File: config.mk
export PLATFORM = sky130hd
export DESIGN_NAME = murmur2_hash_engine_flat
export DESIGN_NICKNAME = d
export VERILOG_FILES = /design/src/mh2_pkg.sv /design/src/mh2_chunk_if.sv /design/src/mh2_hash_if.sv /design/src/murmur2_hash_engine.sv /design/src/mh2_datapath.sv /design/src/mh2_ctrl.sv /design/src/flat_wrapper.sv
export SDC_FILE = /design/constraint.sdc
export NUM_CORES = 1
export LEC_CHECK = 0
export ABC_AREA = 1
export BUFFER_PORTS_ARGS = -buffer_cell sky130_fd_sc_hd__buf_2
export CORE_UTILIZATION = 25
export CTS_CLUSTER_SIZE = 30
export DETAILED_ROUTE_END_ITERATION = 7
export GPL_ROUTABILITY_DRIVEN = 0
export SYNTH_ARGS = -nofsm -noshare
export SYNTH_HDL_FRONTEND = slang
export SYNTH_SLANG_ARGS = --single-unit
export TNS_END_PERCENT = 1
File: constraint.sdc
create_clock -name i_clk -period 7.3 [get_ports i_clk]
set_input_delay 0.73 -clock i_clk [delete_from_list [all_inputs] [get_ports i_clk]]
set_output_delay 0.73 -clock i_clk [all_outputs]
set_load 0.01 [all_outputs]
File: src/mh2_pkg.sv
// mh2_pkg: constants, multiplier op codes and controller/datapath bundles
// for the murmur2 hash engine; no dependencies
`default_nettype none

package mh2_pkg;

    localparam logic [31:0] MIX_MULT    = 32'h5bd1e995;
    localparam int          MIX_SHIFT   = 24;
    localparam int          FIN_SHIFT_A = 13;
    localparam int          FIN_SHIFT_B = 15;
    localparam logic [31:0] SEED_RESET  = 32'd97;
    localparam logic [2:0]  FULL_BYTES  = 3'd4;

    // which operand goes into the shared multiplier and where the product lands
    typedef enum logic [2:0] {
        MUL_K_FIRST  = 3'd0,
        MUL_K_SECOND = 3'd1,
        MUL_H_FOLD   = 3'd2,
        MUL_H_TAIL   = 3'd3,
        MUL_H_FIN    = 3'd4
    } t_mul_op;

    typedef struct packed {
        logic    load;      // capture chunk and set up accumulator
        logic    resume;    // key already open: keep accumulator
        logic    mul_en;    // run the multiplier this cycle
        t_mul_op op;
        logic    out_load;  // write finished hash to output register
    } t_dp_cmd;

    typedef struct packed {
        logic full_chunk;   // incoming chunk takes the full mix path
        logic tail_empty;   // incoming last chunk carries no bytes
        logic last;
    } t_dp_status;

endpackage

`default_nettype wire

File: src/mh2_chunk_if.sv
// mh2_chunk_if: valid/ready channel carrying key chunks into the engine
// no dependencies
`default_nettype none

interface mh2_chunk_if;
    logic        valid;
    logic        ready;
    logic [31:0] chunk_data;
    logic [2:0]  chunk_bytes;
    logic [30:0] key_length;
    logic        last_chunk;

    modport source (output valid, chunk_data, chunk_bytes, key_length, last_chunk,
                    input ready);
    modport sink   (input valid, chunk_data, chunk_bytes, key_length, last_chunk,
                    output ready);
endinterface

`default_nettype wire

File: src/mh2_hash_if.sv
// mh2_hash_if: valid/ready channel carrying finished hash values
// no dependencies
`default_nettype none

interface mh2_hash_if;
    logic        valid;
    logic        ready;
    logic [31:0] hash_value;

    modport source (output valid, hash_value, input ready);
    modport sink   (input valid, hash_value, output ready);
endinterface

`default_nettype wire

File: src/murmur2_hash_engine.sv
// murmur2_hash_engine: top level, 32-bit murmur2 hash over streamed key chunks
// uses mh2_pkg, mh2_chunk_if, mh2_hash_if, mh2_ctrl, mh2_datapath
//
//   channel   dir  handshake        payload
//   i_chunk   in   valid/ready      chunk_data, chunk_bytes, key_length, last_chunk
//   o_hash    out  valid/ready      hash_value
//   seed      in   i_hash_seed_we   i_hash_seed (32 bit)
//
// one chunk at a time through a single 32x32 constant multiplier:
// a non-last or four-byte chunk is accepted, then takes three multiplies;
// a last chunk of 1-3 bytes takes one tail multiply instead, an empty one none;
// every last chunk then takes one finalize multiply and loads the output register.
// output register lets the next key start while a hash waits for transfer;
// a finished hash stalls only if the previous one is still unclaimed.
// synchronous active-low reset; seed resets to 97
`default_nettype none

module murmur2_hash_engine
    import mh2_pkg::*;
(
    input  wire logic        i_clk,
    input  wire logic        i_rst_n,
    mh2_chunk_if.sink        i_chunk,
    mh2_hash_if.source       o_hash,
    input  wire logic        i_hash_seed_we,
    input  wire logic [31:0] i_hash_seed
);

    t_dp_cmd    w_cmd;
    t_dp_status w_status;
    logic       w_in_ready;
    logic       w_out_valid;
    logic [31:0] w_hash_value;

    mh2_ctrl u_ctrl (
        .i_clk       (i_clk),
        .i_rst_n     (i_rst_n),
        .i_in_valid  (i_chunk.valid),
        .o_in_ready  (w_in_ready),
        .o_out_valid (w_out_valid),
        .i_out_ready (o_hash.ready),
        .i_status    (w_status),
        .o_cmd       (w_cmd)
    );

    mh2_datapath u_datapath (
        .i_clk         (i_clk),
        .i_rst_n       (i_rst_n),
        .i_seed_we     (i_hash_seed_we),
        .i_seed        (i_hash_seed),
        .i_chunk_data  (i_chunk.chunk_data),
        .i_chunk_bytes (i_chunk.chunk_bytes),
        .i_key_length  (i_chunk.key_length),
        .i_last_chunk  (i_chunk.last_chunk),
        .i_cmd         (w_cmd),
        .o_status      (w_status),
        .o_hash_value  (w_hash_value)
    );

    assign i_chunk.ready     = w_in_ready;
    assign o_hash.valid      = w_out_valid;
    assign o_hash.hash_value = w_hash_value;

`ifndef ASSERT_OFF
    // a last chunk needs at least a finalize step before the next transfer
    a_last_blocks_input: assert property (@(posedge i_clk) disable iff (!i_rst_n)
        (i_chunk.valid && i_chunk.ready && i_chunk.last_chunk) |=> !i_chunk.ready)
        else $error("input taken right after a last chunk");

    a_out_load_free: assert property (@(posedge i_clk) disable iff (!i_rst_n)
        w_cmd.out_load |-> (!o_hash.valid || o_hash.ready))
        else $error("output register overwritten before transfer");

    a_valid_from_load: assert property (@(posedge i_clk) disable iff (!i_rst_n)
        $rose(o_hash.valid) |-> $past(w_cmd.out_load))
        else $error("hash valid without an output load");

    a_valid_drops: assert property (@(posedge i_clk) disable iff (!i_rst_n)
        (o_hash.valid && o_hash.ready && !w_cmd.out_load) |=> !o_hash.valid)
        else $error("hash repeated after transfer");
`endif

endmodule

`default_nettype wire

File: src/mh2_datapath.sv
// mh2_datapath: seed register, chunk and accumulator registers, one shared
// 32x32 constant multiplier and the output register; uses mh2_pkg
`default_nettype none

module mh2_datapath
    import mh2_pkg::*;
(
    input  wire logic        i_clk,
    input  wire logic        i_rst_n,
    input  wire logic        i_seed_we,
    input  wire logic [31:0] i_seed,
    input  wire logic [31:0] i_chunk_data,
    input  wire logic [2:0]  i_chunk_bytes,
    input  wire logic [30:0] i_key_length,
    input  wire logic        i_last_chunk,
    input  wire t_dp_cmd     i_cmd,
    output t_dp_status       o_status,
    output logic [31:0]      o_hash_value
);

    logic [31:0] r_seed;
    logic [31:0] r_k;
    logic [31:0] r_h;
    logic [2:0]  r_bytes;
    logic [31:0] r_out;
    logic [31:0] w_tail_mask;
    logic [31:0] w_mul_a;
    logic [31:0] w_prod;

    always_ff @(posedge i_clk) begin
        if (!i_rst_n) begin
            r_seed <= SEED_RESET;
        end else if (i_seed_we) begin
            r_seed <= i_seed;
        end
    end

    always_comb begin
        o_status.last       = i_last_chunk;
        o_status.full_chunk = !i_last_chunk || (i_chunk_bytes >= FULL_BYTES);
        o_status.tail_empty = (i_chunk_bytes == 3'd0);
    end

    always_comb begin
        if (r_bytes >= 3'd3) begin
            w_tail_mask = 32'h00ffffff;
        end else if (r_bytes == 3'd2) begin
            w_tail_mask = 32'h0000ffff;
        end else begin
            w_tail_mask = 32'h000000ff;
        end
    end

    always_comb begin
        case (i_cmd.op)
            MUL_K_FIRST:  w_mul_a = r_k;
            MUL_K_SECOND: w_mul_a = r_k ^ (r_k >> MIX_SHIFT);
            MUL_H_FOLD:   w_mul_a = r_h;
            MUL_H_TAIL:   w_mul_a = r_h ^ (r_k & w_tail_mask);
            MUL_H_FIN:    w_mul_a = r_h ^ (r_h >> FIN_SHIFT_A);
            default:      w_mul_a = r_h;
        endcase
    end

    assign w_prod = w_mul_a * MIX_MULT;

    always_ff @(posedge i_clk) begin
        if (i_cmd.load) begin
            r_k     <= i_chunk_data;
            r_bytes <= i_chunk_bytes;
            if (!i_cmd.resume) begin
                r_h <= r_seed ^ {1'b0, i_key_length};
            end
        end else if (i_cmd.mul_en) begin
            case (i_cmd.op)
                MUL_K_FIRST:  r_k <= w_prod;
                MUL_K_SECOND: r_k <= w_prod;
                MUL_H_FOLD:   r_h <= w_prod ^ r_k;
                MUL_H_TAIL:   r_h <= w_prod;
                MUL_H_FIN:    r_h <= w_prod;
                default:      r_h <= r_h;
            endcase
        end
        if (i_cmd.out_load) begin
            r_out <= r_h ^ (r_h >> FIN_SHIFT_B);
        end
    end

    assign o_hash_value = r_out;

endmodule

`default_nettype wire

File: src/mh2_ctrl.sv
// mh2_ctrl: one-hot sequencer for chunk mixing, tail, finalization and
// output handoff; uses mh2_pkg
`default_nettype none

module mh2_ctrl
    import mh2_pkg::*;
(
    input  wire logic       i_clk,
    input  wire logic       i_rst_n,
    input  wire logic       i_in_valid,
    output logic            o_in_ready,
    output logic            o_out_valid,
    input  wire logic       i_out_ready,
    input  wire t_dp_status i_status,
    output t_dp_cmd         o_cmd
);

    typedef enum logic [6:0] {
        S_IDLE = 7'b0000001,
        S_MK1  = 7'b0000010,
        S_MK2  = 7'b0000100,
        S_MH   = 7'b0001000,
        S_MT   = 7'b0010000,
        S_MF   = 7'b0100000,
        S_OUT  = 7'b1000000
    } t_state;

    t_state r_state, n_state;
    logic   r_key_open, n_key_open;
    logic   r_last, n_last;
    logic   r_out_valid, n_out_valid;

    always_comb begin
        n_state     = r_state;
        n_key_open  = r_key_open;
        n_last      = r_last;
        n_out_valid = r_out_valid && !i_out_ready;
        o_in_ready  = 1'b0;
        o_cmd       = '{load: 1'b0, resume: r_key_open, mul_en: 1'b0,
                        op: MUL_H_FOLD, out_load: 1'b0};
        case (r_state)
            S_IDLE: begin
                o_in_ready = 1'b1;
                if (i_in_valid) begin
                    o_cmd.load = 1'b1;
                    n_last     = i_status.last;
                    if (i_status.full_chunk) begin
                        n_state = S_MK1;
                    end else if (!i_status.tail_empty) begin
                        n_state = S_MT;
                    end else begin
                        n_state = S_MF;
                    end
                end
            end
            S_MK1: begin
                o_cmd.mul_en = 1'b1;
                o_cmd.op     = MUL_K_FIRST;
                n_state      = S_MK2;
            end
            S_MK2: begin
                o_cmd.mul_en = 1'b1;
                o_cmd.op     = MUL_K_SECOND;
                n_state      = S_MH;
            end
            S_MH: begin
                o_cmd.mul_en = 1'b1;
                o_cmd.op     = MUL_H_FOLD;
                if (r_last) begin
                    n_state = S_MF;
                end else begin
                    n_key_open = 1'b1;
                    n_state    = S_IDLE;
                end
            end
            S_MT: begin
                o_cmd.mul_en = 1'b1;
                o_cmd.op     = MUL_H_TAIL;
                n_state      = S_MF;
            end
            S_MF: begin
                o_cmd.mul_en = 1'b1;
                o_cmd.op     = MUL_H_FIN;
                n_state      = S_OUT;
            end
            S_OUT: begin
                // wait here only while the previous hash is still unclaimed
                if (!r_out_valid || i_out_ready) begin
                    o_cmd.out_load = 1'b1;
                    n_out_valid    = 1'b1;
                    n_key_open     = 1'b0;
                    n_state        = S_IDLE;
                end
            end
            default: begin
                n_state = S_IDLE;
            end
        endcase
    end

    always_ff @(posedge i_clk) begin
        if (!i_rst_n) begin
            r_state     <= S_IDLE;
            r_key_open  <= 1'b0;
            r_last      <= 1'b0;
            r_out_valid <= 1'b0;
        end else begin
            r_state     <= n_state;
            r_key_open  <= n_key_open;
            r_last      <= n_last;
            r_out_valid <= n_out_valid;
        end
    end

    assign o_out_valid = r_out_valid;

endmodule

`default_nettype wire
File: src/flat_wrapper.sv
// flat-port wrapper written by rule: the top's interface ports become plain ports
module murmur2_hash_engine_flat import mh2_pkg::*;
  (i_clk, i_rst_n, i_hash_seed_we, i_hash_seed, i_chunk_valid, i_chunk_chunk_data, i_chunk_chunk_bytes, i_chunk_key_length, i_chunk_last_chunk, i_chunk_ready, o_hash_valid, o_hash_hash_value, o_hash_ready);
  mh2_chunk_if i_chunk_i ();
  mh2_hash_if o_hash_i ();
  input  wire logic i_clk;
  input  wire logic i_rst_n;
  input  wire logic i_hash_seed_we;
  input  wire logic [31:0] i_hash_seed;
  input wire logic [$bits(i_chunk_i.valid)-1:0] i_chunk_valid;
  input wire logic [$bits(i_chunk_i.chunk_data)-1:0] i_chunk_chunk_data;
  input wire logic [$bits(i_chunk_i.chunk_bytes)-1:0] i_chunk_chunk_bytes;
  input wire logic [$bits(i_chunk_i.key_length)-1:0] i_chunk_key_length;
  input wire logic [$bits(i_chunk_i.last_chunk)-1:0] i_chunk_last_chunk;
  output wire logic [$bits(i_chunk_i.ready)-1:0] i_chunk_ready;
  output wire logic [$bits(o_hash_i.valid)-1:0] o_hash_valid;
  output wire logic [$bits(o_hash_i.hash_value)-1:0] o_hash_hash_value;
  input wire logic [$bits(o_hash_i.ready)-1:0] o_hash_ready;
  assign i_chunk_i.valid = i_chunk_valid;
  assign i_chunk_i.chunk_data = i_chunk_chunk_data;
  assign i_chunk_i.chunk_bytes = i_chunk_chunk_bytes;
  assign i_chunk_i.key_length = i_chunk_key_length;
  assign i_chunk_i.last_chunk = i_chunk_last_chunk;
  assign i_chunk_ready = i_chunk_i.ready;
  assign o_hash_valid = o_hash_i.valid;
  assign o_hash_hash_value = o_hash_i.hash_value;
  assign o_hash_i.ready = o_hash_ready;
  murmur2_hash_engine u_core (.i_clk(i_clk), .i_rst_n(i_rst_n), .i_chunk(i_chunk_i), .o_hash(o_hash_i), .i_hash_seed_we(i_hash_seed_we), .i_hash_seed(i_hash_seed));
endmodule
==> results.txt <==
Vias = 14,600
Hold Path Depth = 2
Synth cell types = 55
ANT cells = 0
worst skew pair latency = 440 ps
GRT met2 Usage = 0.259
pins over their slew limit = 0
CTS Root Cell = clkbuf_16
DRC viols = 0
Syn Std Cell Area = 17,100 µm²
Tmin final = 7430 ps
crit end category = flip-flop
Slowest-stage cell, CP = fa_1
layout cells sized above 1 = 0.264
Routed WL = 56.9 mm
Post-Synth Adder-Cell Area = 0.366
setup TNS = -390 ps
Startpoint Class = flip-flop
synthesis-to-layout area growth = 30.1%
Port Buffer Count = 137
Synth Register Bits = 141
GR peak layer = met2
R2R depth = 35
post-layout util = 0.330
commonest non-fill, non-tap cell in the layout = inv_1
TritonCTS clock tree = done
mux cell area share after synthesis = 0.000658
FP Rows = 95
Worst path most repeated cell = inv_1
Synth Area in XOR/XNOR = 0.0594
Worst R2R Setup Slack = -130 ps
H-Tree Depth = 4
Post-synth ARST share = 0
failing checks = setup timing
total CTS buffers = 17
CORE AREA = 67,400 µm²
slowest stage delay, CP = 530 ps
WL/cell = 17.4 µm
IO Count = 138
critical path class = reg2reg
M1 GR Usage = 0.235
Die Y-Extent = 264 µm
post-route ant nets = 0
number of synthesized flops with an enable pin = 99
DP HPWL = 48.0 mm
Worst Path Required = 7490 ps
global-route usage over all layers = 0.164
Post-synth top flop = edfxtp_1
multi-input gate area in the final layout = 12,000 µm²
GR Overflow Total = 0
simple-gate share of the synthesized area = 0.153
R2R Path Start = u_core.u_ctrl.r_state[2]$_SDFFE_PN0P_
Seq/Total Area, Yosys = 0.223
largest net degree at the start of global routing = 81
clock slew at reported path FFs = 70 ps
Starting Density = 0.254
MaxCap Viol Count = 0
Mapped Cells = 2,007
DRT Pass-1 Iters = 5
die area = 69,500 µm²
RSZ-0062 raised after global routing = yes
syn avg cell area = 8.52 µm²
Die X = 264 µm
Tcrit/Tclk final = 1.02
complex-gate fraction of the synthesized area = 0.0757
Via density = 4.45
commonest cells after routing, fill and taps aside = inv_1 (476), nand2_1 (294), buf_4 (247), ha_1 (194), fa_1 (170)
global-route wire length before repair = 86.1 mm
# hold bufs at CTS = 0
worst hold start = u_core.u_datapath.r_seed[5]$_SDFFE_PN1P_
Fmax = 135 MHz
arrival time worst endpoint = 7620 ps
final setup margin = -128 ps
Layout Nets = 2,887
final setup vio count = 6
dpl ws = -708 ps
clk_skew = 11.6 ps
fill count = 6,907
Worst Max-Slew Pin Slew = 1060 ps
worst hold endpoint = u_core.u_datapath.r_seed[5]$_SDFFE_PN1P_
main combinational cell family by area after synthesis = adder cells
R2R Path End = u_core.u_datapath.r_h[27]$_DFFE_PP_
initial antenna violation count = 0
vias in the first global route = 14,400
Hold Violations, Final = 0
Min-Delay Path Class = reg2reg
Max transition margin = 0.295
yosys warns = 0
initial DRC count = 957
crit-path max FO = 9
met3 GRT Util = 0.0215
sequential cell area = 3830 µm²
Mapped Nets = 2,504
clock sinks = 141
Clock Path Buffers = 2
status = finished with violations
[cells in the mapped netlist, drive strengths merged, types with 6 or more instances]
library cell	instances	share of area
buf	14	0.0050
or2	13	0.0048
xor2	84	0.043
nor2	134	0.034
o31ai	6	0.0026
o21ai	103	0.030
nand2	328	0.078
xnor2	32	0.016
o2111ai	6	0.0031
a21oi	55	0.017
o21bai	8	0.0035
nand4	6	0.0022
nand3	81	0.025
inv	509	0.11
fa	178	0.21
edfxtp	99	0.17
ha	215	0.16
nor3	14	0.0041
o21a	10	0.0044
dfxtp	42	0.049
clkbuf	26	0.0057
[how the worst max path moves through the flow]
stage	start	to	cells after the start
2_1_floorplan	u_core.u_ctrl.r_state[2]$_SDFFE_PN0P_	u_core.u_datapath.r_h[29]$_DFFE_PP_	29
3_3_place_gp	u_core.u_ctrl.r_state[4]$_SDFFE_PN0P_	u_core.u_datapath.r_h[27]$_DFFE_PP_	35
3_5_place_dp	u_core.u_ctrl.r_state[4]$_SDFFE_PN0P_	u_core.u_datapath.r_h[27]$_DFFE_PP_	35
4_1_cts	u_core.u_ctrl.r_state[0]$_SDFFE_PN1P_	u_core.u_datapath.r_h[27]$_DFFE_PP_	35
5_1_grt	u_core.u_ctrl.r_state[2]$_SDFFE_PN0P_	u_core.u_datapath.r_h[27]$_DFFE_PP_	35
6_report	u_core.u_ctrl.r_state[2]$_SDFFE_PN0P_	u_core.u_datapath.r_h[27]$_DFFE_PP_	35
[registers in the layout, indices dropped and copies added, names as in the netlist]
signal and count:
u_core.u_datapath.r_h 32, u_core.u_datapath.r_k 32, u_core.u_ctrl.r_last 1, u_core.u_ctrl.r_state 7, u_core.u_ctrl.r_key_open 1, u_core.u_datapath.r_bytes 3, u_core.u_datapath.r_seed 32, u_core.u_datapath.o_hash_value 32
u_core.u_ctrl.o_out_valid 1
[through the flow]
step	area (µm²)	hold WS, ps	cells
floorplan	17100	440	2007
global placement	20600	460	3222
detailed placement	20600	471	3222
CTS	21700	463	3265
global route	22300	473	3276
finish	22300	482	3276
[cell families after synthesis]
kind of cell	Yosys count
compound gates	221
xor+xnor	116
fa+ha+maj	393
buf+inv	550
flops	141
mux	1
simple gates	585
[critical path: cells and delay by family (launching register included)]
kind	cells	cell delay, ps
DFF	1	360
xor gates and xnor gates	2	210
adders and majority gates	9	3730
buffers and inverters	12	1140
and+or+nand+nor	8	1230
AOI/OAI and AO/OA	4	480
[layer usage]
metal	vias to the layer above	wire length [µm]
met3	61	3610
met5	-	0
met1	7035	26500
met4	0	1320
met2	481	25400
li1	7009	-
[cell type report]
cell class,instances,share of cell area
Inverter,510,0.0865
Multi-Input combinational cell,1316,0.537
Sequential cell,141,0.172
Clock inverter,13,0.00776
Clock buffer,19,0.0209
Timing Repair Buffer,404,0.127
Tap cell,873,0.0491
[timing repair]
item,CTS,global route
resized for setup,82,106
setup endpoints to repair,26,30
pin swaps,38,63
setup buffers,12,12
Power is left out: the tool's default activity adds up to more than one toggle a clock period on the data nets, which glitch-free logic cannot reach.
